$ cat config.mk
export PLATFORM = sky130hd
export DESIGN_NAME = crc32_word_image_check
export DESIGN_NICKNAME = d
export VERILOG_FILES = /design/src/sv/crc32wic_pkg.sv /design/src/sv/crc32wic_regs.sv /design/src/sv/crc32wic_matrix.sv /design/src/sv/crc32wic_core.sv /design/src/sv/crc32_word_image_check.sv
export SDC_FILE = /design/constraint.sdc
export NUM_CORES = 2
export LEC_CHECK = 0
export BUFFER_PORTS_ARGS = -buffer_cell sky130_fd_sc_hd__buf_2
export CAP_MARGIN = 0
export CELL_PAD_IN_SITES_DETAIL_PLACEMENT = 1
export CELL_PAD_IN_SITES_GLOBAL_PLACEMENT = 1
export CORE_ASPECT_RATIO = 0.8
export CORE_UTILIZATION = 45
export CTS_CLUSTER_SIZE = 12
export DETAILED_ROUTE_END_ITERATION = 8
export PLACE_DENSITY_LB_ADDON = 0.08
export SLEW_MARGIN = 15
export SYNTH_ARGS = -nofsm -noshare
export SYNTH_HDL_FRONTEND = slang
export SYNTH_SLANG_ARGS = --single-unit
$ cat constraint.sdc
create_clock -name clk -period 6.37 [get_ports clk]
set_clock_uncertainty 0.15 [all_clocks]
set_input_delay 0.3185 -clock clk [delete_from_list [all_inputs] [get_ports clk]]
set_output_delay 0.3185 -clock clk [all_outputs]
set_load 0.02 [all_outputs]
$ cat src/sv/crc32wic_pkg.sv
// Package for the word-wise CRC-32 image checker.
// Holds widths, reset values, the register map and the CRC helper functions.
// No dependencies; every other file of the block imports it.
package crc32wic_pkg;

	// CRC width and the width of a column index into the update matrix
	localparam int CRC_W = 32;
	localparam int COL_W = $clog2(CRC_W);

	// Register reset values
	localparam logic [CRC_W-1:0] CRC_POLY_RST   = 32'h04C1_1DB7;
	localparam logic [CRC_W-1:0] CRC_START_RST  = 32'hFFFF_FFFF;
	localparam logic [CRC_W-1:0] CRC_EXPECT_RST = 32'h0000_0000;

	// Configuration port widths
	localparam int APB_AW = 4;
	localparam int APB_DW = 32;

	typedef logic [CRC_W-1:0] crc_t;

	// One column per input bit: column j is x^(32+j) mod P
	typedef logic [CRC_W-1:0][CRC_W-1:0] crc_mat_t;

	// Register indexes (word address, paddr[3:2])
	typedef enum logic [1:0] {
		REG_POLY   = 2'd0,
		REG_START  = 2'd1,
		REG_EXPECT = 2'd2
	} reg_idx_t;

	// Current configuration as seen by the datapath
	typedef struct packed {
		crc_t poly;
		crc_t start;
		crc_t exp_crc;
	} cfg_t;

	// One MSB-first shift step with conditional reduction by the polynomial
	function automatic crc_t crc_step(crc_t c, crc_t poly);
		crc_t sh;
		sh = {c[CRC_W-2:0], 1'b0};
		return c[CRC_W-1] ? (sh ^ poly) : sh;
	endfunction

	// Multiply a 32-bit value by the update matrix over GF(2)
	function automatic crc_t crc_mat_apply(crc_mat_t mat, crc_t c);
		crc_t acc;
		acc = '0;
		for (int j = 0; j < CRC_W; j++) begin
			if (c[j]) begin
				acc = acc ^ mat[j];
			end
		end
		return acc;
	endfunction

endpackage

$ cat src/sv/crc32wic_regs.sv
// Configuration registers of the CRC-32 image checker behind an APB-style port.
// Depends on crc32wic_pkg for the register map and reset values.
// Flags a polynomial write so the update matrix can be rebuilt.
module crc32wic_regs (
	input  logic                                clk,
	input  logic                                arst_n,
	input  logic                                psel,
	input  logic                                penable,
	input  logic                                pwrite,
	input  logic [crc32wic_pkg::APB_AW-1:0]     paddr,
	input  logic [crc32wic_pkg::APB_DW-1:0]     pwdata,
	output logic [crc32wic_pkg::APB_DW-1:0]     prdata,
	output logic                                pready,
	output crc32wic_pkg::cfg_t                  cfg,
	output logic                                poly_upd
);
	import crc32wic_pkg::*;

	logic     wr_en;
	reg_idx_t idx;
	cfg_t     cfg_q;
	logic     poly_upd_q;

	assign pready = 1'b1;
	assign wr_en  = psel && penable && pwrite;
	assign idx    = reg_idx_t'(paddr[3:2]);

	// Register writes; an address past the map is ignored
	always_ff @(posedge clk or negedge arst_n) begin
		if (!arst_n) begin
			cfg_q.poly    <= CRC_POLY_RST;
			cfg_q.start   <= CRC_START_RST;
			cfg_q.exp_crc <= CRC_EXPECT_RST;
			poly_upd_q    <= 1'b0;
		end else begin
			poly_upd_q <= 1'b0;
			if (wr_en) begin
				unique case (idx)
					REG_POLY: begin
						cfg_q.poly <= pwdata;
						poly_upd_q <= 1'b1;
					end
					REG_START:  cfg_q.start   <= pwdata;
					REG_EXPECT: cfg_q.exp_crc <= pwdata;
					default: ;
				endcase
			end
		end
	end

	// Read data
	always_comb begin
		unique case (idx)
			REG_POLY:   prdata = cfg_q.poly;
			REG_START:  prdata = cfg_q.start;
			REG_EXPECT: prdata = cfg_q.exp_crc;
			default:    prdata = '0;
		endcase
	end

	assign cfg      = cfg_q;
	assign poly_upd = poly_upd_q;

endmodule

$ cat src/sv/crc32wic_matrix.sv
// Builder for the 32x32 GF(2) matrix that performs 32 CRC shift steps at once.
// Depends on crc32wic_pkg. Rebuilds one column per cycle after reset and after
// every polynomial write; ready is low while the sweep runs.
module crc32wic_matrix (
	input  logic                       clk,
	input  logic                       arst_n,
	input  crc32wic_pkg::crc_t         poly,
	input  logic                       poly_upd,
	output crc32wic_pkg::crc_mat_t     mat,
	output logic                       ready
);
	import crc32wic_pkg::*;

	crc_mat_t         mat_q;
	logic             build_q;
	logic [COL_W-1:0] col_q;
	crc_t             rem_q;

	// Column sweep control: rem_q walks x^32, x^33, ... mod P
	always_ff @(posedge clk or negedge arst_n) begin
		if (!arst_n) begin
			build_q <= 1'b1;
			col_q   <= '0;
			rem_q   <= CRC_POLY_RST;
		end else if (poly_upd) begin
			build_q <= 1'b1;
			col_q   <= '0;
			rem_q   <= poly;
		end else if (build_q) begin
			rem_q <= crc_step(rem_q, poly);
			col_q <= col_q + 1'b1;
			if (col_q == COL_W'(CRC_W - 1)) begin
				build_q <= 1'b0;
			end
		end
	end

	// Matrix columns, written one per cycle during the sweep
	always_ff @(posedge clk) begin
		if (build_q && !poly_upd) begin
			mat_q[col_q] <= rem_q;
		end
	end

	assign mat   = mat_q;
	assign ready = !build_q && !poly_upd;

	// The sweep always ends right after the last column is written
	a_sweep_end: assert property (@(posedge clk) disable iff (!arst_n)
		build_q && !poly_upd && (col_q == COL_W'(CRC_W - 1)) |=> !build_q || $past(poly_upd))
		else $error("column sweep did not finish after the last column");

endmodule

$ cat src/sv/crc32wic_core.sv
// Datapath of the CRC-32 image checker: input register, matrix
// update of the running CRC, and the result register.
// Depends on crc32wic_pkg for the matrix type and the update function.
module crc32wic_core (
	input  logic                       clk,
	input  logic                       arst_n,
	input  crc32wic_pkg::cfg_t         cfg,
	input  crc32wic_pkg::crc_mat_t     mat,
	input  logic                       tbl_ready,
	input  logic                       s_tvalid,
	output logic                       s_tready,
	input  crc32wic_pkg::crc_t         s_tdata,
	input  logic                       s_tlast,
	output logic                       m_tvalid,
	input  logic                       m_tready,
	output crc32wic_pkg::crc_t         m_tdata,
	output logic                       m_tlast,
	output logic                       m_tuser
);
	import crc32wic_pkg::*;

	logic valid_s1;
	crc_t data_s1;
	logic last_s1;
	logic valid_s2;
	crc_t crc_s2;
	logic last_s2;
	logic match_s2;
	crc_t crc_q;
	crc_t crc_new;
	logic load_s2;
	logic adv_s1;
	logic take;

	// Handshake between the stages
	assign load_s2  = !valid_s2 || m_tready;
	assign adv_s1   = valid_s1 && load_s2;
	assign s_tready = tbl_ready && (!valid_s1 || adv_s1);
	assign take     = s_tvalid && s_tready;

	// Input register
	always_ff @(posedge clk or negedge arst_n) begin
		if (!arst_n) begin
			valid_s1 <= 1'b0;
		end else if (take) begin
			valid_s1 <= 1'b1;
		end else if (adv_s1) begin
			valid_s1 <= 1'b0;
		end
	end

	always_ff @(posedge clk) begin
		if (take) begin
			data_s1 <= s_tdata;
			last_s1 <= s_tlast;
		end
	end

	// All 32 shift steps as one matrix product
	assign crc_new = crc_mat_apply(mat, crc_q ^ data_s1);

	// Running CRC, reloaded with the start value after the last word
	always_ff @(posedge clk or negedge arst_n) begin
		if (!arst_n) begin
			crc_q <= CRC_START_RST;
		end else if (adv_s1) begin
			crc_q <= last_s1 ? cfg.start : crc_new;
		end
	end

	// Result register
	always_ff @(posedge clk or negedge arst_n) begin
		if (!arst_n) begin
			valid_s2 <= 1'b0;
		end else if (load_s2) begin
			valid_s2 <= valid_s1;
		end
	end

	always_ff @(posedge clk) begin
		if (adv_s1) begin
			crc_s2   <= crc_new;
			last_s2  <= last_s1;
			match_s2 <= last_s1 && (crc_new == cfg.exp_crc);
		end
	end

	assign m_tvalid = valid_s2;
	assign m_tdata  = crc_s2;
	assign m_tlast  = last_s2;
	assign m_tuser  = match_s2;

	// A match is only ever reported on the last word of an image
	a_match_last: assert property (@(posedge clk) disable iff (!arst_n)
		m_tvalid && m_tuser |-> m_tlast)
		else $error("match flag set on a word that is not last");

	// After the last word leaves the input stage the CRC holds the start value
	a_reload: assert property (@(posedge clk) disable iff (!arst_n)
		adv_s1 && last_s1 |=> crc_q == $past(cfg.start))
		else $error("running CRC not reloaded after the last word");

	// No item is taken while the update matrix is being rebuilt
	a_no_take_build: assert property (@(posedge clk) disable iff (!arst_n)
		!tbl_ready |-> !take)
		else $error("item accepted during matrix rebuild");

	// An item in the input stage is never dropped while the result side stalls
	a_hold_s1: assert property (@(posedge clk) disable iff (!arst_n)
		valid_s1 && !adv_s1 |=> valid_s1)
		else $error("input stage item lost during a stall");

endmodule

$ cat src/sv/crc32_word_image_check.sv
// Word-wise CRC-32 image checker, top level.
// Depends on crc32wic_pkg, crc32wic_regs, crc32wic_matrix and crc32wic_core.
//
//   Channel   Direction  Handshake          Contents
//   s_*       in         tvalid / tready    tdata: data_word; tlast: last_word
//   m_*       out        tvalid / tready    tdata: crc_value; tlast: is_last;
//                                           tuser: crc_match
//   APB       in         psel / penable     polynomial 0x0, start_value 0x4,
//                                           expected_crc 0x8
//
// One item per cycle sustained while m_tready is high and the matrix is ready;
// an accepted item passes the input register, then the result register, before
// its result is on m_*. The running CRC loops through a single 32x32 XOR matrix.
// After reset and after each polynomial write the matrix is rebuilt one column
// per cycle; s_tready stays low during the rebuild. Reset is asynchronous
// and active low. A stall on m_tready holds the result register, then the
// input register.
module crc32_word_image_check (
	input  logic                            clk,
	input  logic                            arst_n,
	// APB-style configuration port
	input  logic                            psel,
	input  logic                            penable,
	input  logic                            pwrite,
	input  logic [crc32wic_pkg::APB_AW-1:0] paddr,
	input  logic [crc32wic_pkg::APB_DW-1:0] pwdata,
	output logic [crc32wic_pkg::APB_DW-1:0] prdata,
	output logic                            pready,
	// Input items
	input  logic                            s_tvalid,
	output logic                            s_tready,
	input  logic [31:0]                     s_tdata,  // [31:0] data_word
	input  logic                            s_tlast,
	// Result items
	output logic                            m_tvalid,
	input  logic                            m_tready,
	output logic [31:0]                     m_tdata,  // [31:0] crc_value
	output logic                            m_tlast,
	output logic                            m_tuser   // [0] crc_match
);
	import crc32wic_pkg::*;

	cfg_t     cfg;
	logic     poly_upd;
	crc_mat_t mat;
	logic     tbl_ready;

	// Configuration registers
	crc32wic_regs u_regs (
		.clk      (clk),
		.arst_n   (arst_n),
		.psel     (psel),
		.penable  (penable),
		.pwrite   (pwrite),
		.paddr    (paddr),
		.pwdata   (pwdata),
		.prdata   (prdata),
		.pready   (pready),
		.cfg      (cfg),
		.poly_upd (poly_upd)
	);

	// Update matrix for the current polynomial
	crc32wic_matrix u_matrix (
		.clk      (clk),
		.arst_n   (arst_n),
		.poly     (cfg.poly),
		.poly_upd (poly_upd),
		.mat      (mat),
		.ready    (tbl_ready)
	);

	// Item datapath
	crc32wic_core u_core (
		.clk       (clk),
		.arst_n    (arst_n),
		.cfg       (cfg),
		.mat       (mat),
		.tbl_ready (tbl_ready),
		.s_tvalid  (s_tvalid),
		.s_tready  (s_tready),
		.s_tdata   (s_tdata),
		.s_tlast   (s_tlast),
		.m_tvalid  (m_tvalid),
		.m_tready  (m_tready),
		.m_tdata   (m_tdata),
		.m_tlast   (m_tlast),
		.m_tuser   (m_tuser)
	);

endmodule
# Word-level counts from Yosys, hierarchy flattened
# Index checks and enable logic that the tools add are counted.
[totals]
regBits = 1260
in_bits = 76
out_inout_bits = 69
wordCells = 157
[classes]
add_sub_neg = 1
n_lt_le_gt_ge = 2
n_eq_ne = 4
muxes = 49
n_bitwise = 33
reduce_logical = 21
[ops]
columns = ["operator", "count"]
rows = [
  ["$mux 32", 37],
  ["$xor 32x32->32", 33],
  ["$bwmux 1024", 1],
  ["$demux 32 s5", 1],
  ["$pmux 32 s3", 1],
  ["$eq 32x32->1", 1],
  ["$mux 5", 2],
  ["$logic_and 1x1->1", 9],
  ["$mux 1", 7],
  ["$lt 5x6->1 const B", 1],
  ["$reduce_and 2->1", 3],
  ["$add 5x1->5 const B", 1],
  ["$eq 5x5->1 const B", 1],
  ["$ge 5x1->1 const B", 1],
  ["$logic_not 1->1", 4],
  ["$reduce_bool 2->1", 2],
  ["$eq 2x1->1 const B", 1],
  ["$eq 2x2->1 const B", 1],
  ["$logic_not 2->1", 1],
  ["$logic_or 1x1->1", 2],
]

# Longest topological paths before layout
[logic_depth]
word_depth = 66
ltp_mapped = 12
mapped_depth_nobuf = 10

# By module
# From an unflattened synthesis, not the netlist that was laid out.
[hier_totals]
cells_unflattened = 4075
area_unflattened_um2 = 55752.2
[modules_own_cells]
columns = ["module", "n_inst", "cells_per_inst", "area_per_inst_um2", "seq_area_each_um2"]
rows = [
  ["crc32wic_matrix", 1, 1352, 33402.0, 31719.2],
  ["crc32wic_core", 1, 2405, 17889.7, 2902.8],
  ["crc32wic_regs", 1, 318, 4460.5, 2484.9],
]

# Worst setup path before layout
# No wires, ideal clock.
[synth_path]
path_type = "register -> register"
startpoint = "register u_matrix.build_q"
endpoint = "register u_matrix.mat_q, in the netlist u_matrix.mat[384], enable pin"
setup_ns = 0.421
t_arrival_ns = 2.530
required_time_ns = 5.799
setup_slack_ns = 3.269
path_stages_with_launch = 5
path_buffers = 1
synth_period_minus_slack_ns = 3.101
cell_sequence = "dfstp_2 > clkbuf_1 > nor2b_1 > nand2_1 > nor2_1"
[synth_via]
elab_chain_len = 1
[synth_rtl]
columns = ["item", "line_no", "text"]
rows = [
  ["start: declaration", "crc32wic_matrix.sv:15", "logic build_q;"],
  ["start signal: assignment", "crc32wic_matrix.sv:22", "build_q <= 1'b1;"],
  ["start signal: assignment", "crc32wic_matrix.sv:26", "build_q <= 1'b1;"],
  ["start signal: assignment", "crc32wic_matrix.sv:33", "build_q <= 1'b0;"],
  ["$logic_and 1x1->1", "crc32wic_matrix.sv:40", "if (build_q && !poly_upd) begin"],
  ["end signal: indexed assignment", "crc32wic_matrix.sv:41", "mat_q[col_q] <= rem_q;"],
  ["end: declaration", "crc32wic_matrix.sv:14", "crc_mat_t mat_q;"],
]
# No other way between the ends.
# A chain may end at the register's enable or synchronous reset.

# Worst setup path in the final report
[layout_path]
startpoint = "register u_core.crc_q[27]"
endpoint = "register u_core.match_s2 (netlist: u_core.m_tuser) (data pin)"
[layout_via]
elab_chain_len = 12
[layout_rtl]
columns = ["item", "line_no", "text"]
rows = [
  ["start: declaration", "crc32wic_core.sv:29", "crc_t crc_q;"],
  ["start signal: assignment", "crc32wic_core.sv:67", "crc_q <= last_s1 ? cfg.start : crc_new;"],
  ["$xor 32x32->32 *", "crc32wic_core.sv:60", "assign crc_new = crc_mat_apply(mat, crc_q ^ data_s1);"],
  ["$mux 32 *", "crc32wic_pkg.sv:50", "if (c[j]) begin"],
  ["$xor 32x32->32", "crc32wic_pkg.sv:51", "acc = acc ^ mat[j];"],
  ["$mux 32 *", "crc32wic_pkg.sv:50", ""],
  ["$xor 32x32->32", "crc32wic_pkg.sv:51", ""],
  ["$mux 32 *", "crc32wic_pkg.sv:50", ""],
  ["$xor 32x32->32", "crc32wic_pkg.sv:51", ""],
  ["$mux 32 *", "crc32wic_pkg.sv:50", ""],
  ["$xor 32x32->32", "crc32wic_pkg.sv:51", ""],
  ["$mux 32 *", "crc32wic_pkg.sv:50", ""],
  ["$eq 32x32->1 *", "crc32wic_core.sv:84", "match_s2 <= last_s1 && (crc_new == cfg.exp_crc);"],
  ["$logic_and 1x1->1 *", "crc32wic_core.sv:84", ""],
  ["end signal: assignment", "crc32wic_core.sv:84", ""],
  ["end: declaration", "crc32wic_core.sv:28", "logic match_s2;"],
]
# Every way passes the cells marked *; elsewhere a longest branch is shown, timed or not.

==> run metrics <==
status finished clean; post-DP HPWL 120000 µm; gpl congestion 0.810; Seq/Total Area, Yosys 67.2%; leading post-synthesis cells by cell area edfxtp_1 59%, xnor2_1 11%, nand2_1 7.7%; CP Launch Type flop; first-pass GRT wire length 271000 µm; Initial Util 45.5%; CTS Sinks 1260; Max FO, Critical Path 14; Worst-Margin Slew 1.34 ns; largest net degree at the start of global routing 100; cell taking the most area after synthesis edfxtp_1; count of final max-slew check failures 0; mapped cell area 0.0552 mm²; CTS max path bufs 3; compound-cell area share of the yosys netlist 1.55%; Primary FF master, synth edfxtp_1; hold-fix buffers at CTS 67; routing usage on met1 45.5%; Root Buffer clkbuf_16; M3 GR Usage 3.69%; WL/cell 32.3 µm; WS Path Type flop to flop; async set-or-reset flop fraction in the synthesized netlist 13.4%; antenna-violating nets left 0; TritonCTS clock tree built; Max Cap Viol 0; Distinct cells, synth 39; Synth Area in Adders 0.113%; Synth top area share 59.3%; Final min period 4.85 ns; Synth Area in Simple Gates 8.86%; worst min path class primary input to async pin; Die ar. 0.124 mm²; main combinational cell family by area after synthesis XOR/XNOR gates; unrepaired setup endpoints after global routing false; Synth Instances 4070; DRT iter0 DRCs 3626; Synth Area in XOR/XNOR 17.7%; fillcell total 11900; CTS Buf Count 135; Setup violations, final 0; R2R setup slack 1.52 ns; met2 Use GR 51.8%; max frequency 0.206 GHz; clock latency on the worst-skew pair 0.77 ns; Synth Net Count 4151; nets@finish 4487; Vias 34300; Worst R2R Path Depth 11; WP data arrival 5.32 ns; Area Growth Syn to Fin 15.7%; PortBufs 141; number of global-route vias before repair 34000; total grt overflow 0; share of cells above drive strength 1 15.8%; standard-cell row count 114; DRT Wirelength 198000 µm; initial antenna violation count 9; busiest layer in global routing met2; worst relative slew slack 10.6%; post-synthesis mux area share 3.15%; H-tree depth 4; Final Util 52.7%; worst hold slack 0.106 ns; clock-pin slew of the registers on the worst-case setup and hold paths 0.06 ns; # DRC 0; core area 0.121 mm²; period utilisation layout 76.2%; Yosys reg bits 1260; Avg Cell Area, Syn 13.6 µm²; Yosys warnings 0; Final Hold Fails 0; Setup Fix Bufs, Post-CTS 0; Post-synth EDFFs 1091; height of the chip 315 µm; io pins 145; TNS Setup 0 ns; r2r startpoint u_core.crc_q[27]; DRT Pass-1 Iters 5; vias per cell 5.59; GRT Util Overall 31.9%; capture point of the worst reg-to-reg path u_core.m_tuser; CP endpoint kind flop; WP data required 6.84 ns; chip width 394 µm; post-CTS sizing 0
-- placed cells by master, fill, tap and decap left out, drive strengths merged, types with 25 or more instances in the layout --
master and count:
clkbuf 193, dfstp 93, nor2 73, mux2i 66, xnor3 25, clkinv 39
nor2b 32, dlygate4sd3 67, nand2 1133, xor2 315, dfrtp 76, xnor2 719
a31oi 30, o21ai 124, edfxtp 1091, mux2 96, buf 285
-- kinds of logic (layout without fill, tap and decap cells) --
group / after synthesis / in the layout
xor+xnor: 1059 / 1059
flops: 1260 / 1260
buf+inv: 159 / 590
compound gates: 161 / 161
other cells: 1 / 4
mux: 162 / 162
fa+ha+maj: 5 / 5
simple gates: 1263 / 1263
-- critical path: stages (launching register included) --
cell and delay (ns):
dfstp_2 0.58, xor2_4 0.91, buf_4 0.41, nand2_1 0.10, xnor2_1 0.18, xnor2_1 0.16
xnor2_1 0.10, xnor2_1 0.73, xnor3_1 0.25, nand4_1 0.28, nor4_1 0.52, and4_1 0.26
-- state kept, by name, indices dropped and copies added (netlist names) --
name and flops:
u_core.m_tvalid 1, u_regs.poly_upd 1, u_matrix.rem_q 32, u_regs.cfg 96, u_matrix.mat 1024, u_core.crc_q 32
u_matrix.build_q 1, u_core.last_s1 1, u_core.valid_s1 1, u_core.m_tuser 1, u_core.data_s1 32, u_core.m_tdata 32
u_core.m_tlast 1, u_matrix.col_q 5
-- worst max path at each step --
| stage | startpoint | to | slack [ns] | cells past startpoint |
|---|---|---|---|---|
| after floorplan | u_matrix.build_q | u_matrix.mat[384] | 3.27 | 4 |
| after global placement | u_core.crc_q[24] | u_core.m_tuser | 1.77 | 11 |
| after detailed placement | u_core.crc_q[27] | u_core.m_tuser | 1.72 | 11 |
| after CTS | u_core.crc_q[27] | u_core.m_tuser | 1.65 | 11 |
| after global routing | u_core.crc_q[24] | u_core.m_tuser | 1.42 | 11 |
| final | u_core.crc_q[27] | u_core.m_tuser | 1.52 | 11 |
-- area by class of cell --
| class | count | area [µm²] | share of cell area (%) |
|---|---|---|---|
| sequential | 1260 | 37100 | 58.1 |
| multi-input combinational | 2651 | 18000 | 28.2 |
| clock buffer | 192 | 3790 | 5.94 |
| timing repair buffer | 353 | 2720 | 4.26 |
| tap | 1624 | 2030 | 3.18 |
| clock inverter | 40 | 166 | 0.260 |
| inverter | 5 | 18.8 | 0.0294 |
| antenna | 3 | 7.51 | 0.0117 |
-- per-stage QoR --
step | area [µm²] | setup slack, ns | cells
2_1_floorplan | 55200 | 3.27 | 4070
3_3_place_gp | 59300 | 1.77 | 5826
3_5_place_dp | 59300 | 1.72 | 5826
4_1_cts | 63900 | 1.65 | 6125
5_1_grt | 63900 | 1.42 | 6125
6_report | 63900 | 1.52 | 6128
-- layer usage --
| layer | wire, µm | share of wire, % | up-vias |
|---|---|---|---|
| li1 | - | - | 14400 |
| met1 | 86900 | 44 | 18200 |
| met2 | 93200 | 47 | 1410 |
| met3 | 12800 | 6.5 | 259 |
| met4 | 5010 | 2.5 | 0 |
| met5 | 0 | 0 | - |
-- synthesized netlist by cell type, drive strengths merged (25+ instances only) --
cell / n
mux2i: 66
nor2: 73
xnor2: 719
clkbuf: 45
dfstp: 93
xor2: 315
buf: 109
edfxtp: 1091
xnor3: 25
a31oi: 30
dfrtp: 76
nor2b: 32
o21ai: 124
nand2: 1133
mux2: 96
Power is left out: the tool's default activity adds up to more than one toggle a clock period on the data nets, which glitch-free logic cannot reach.
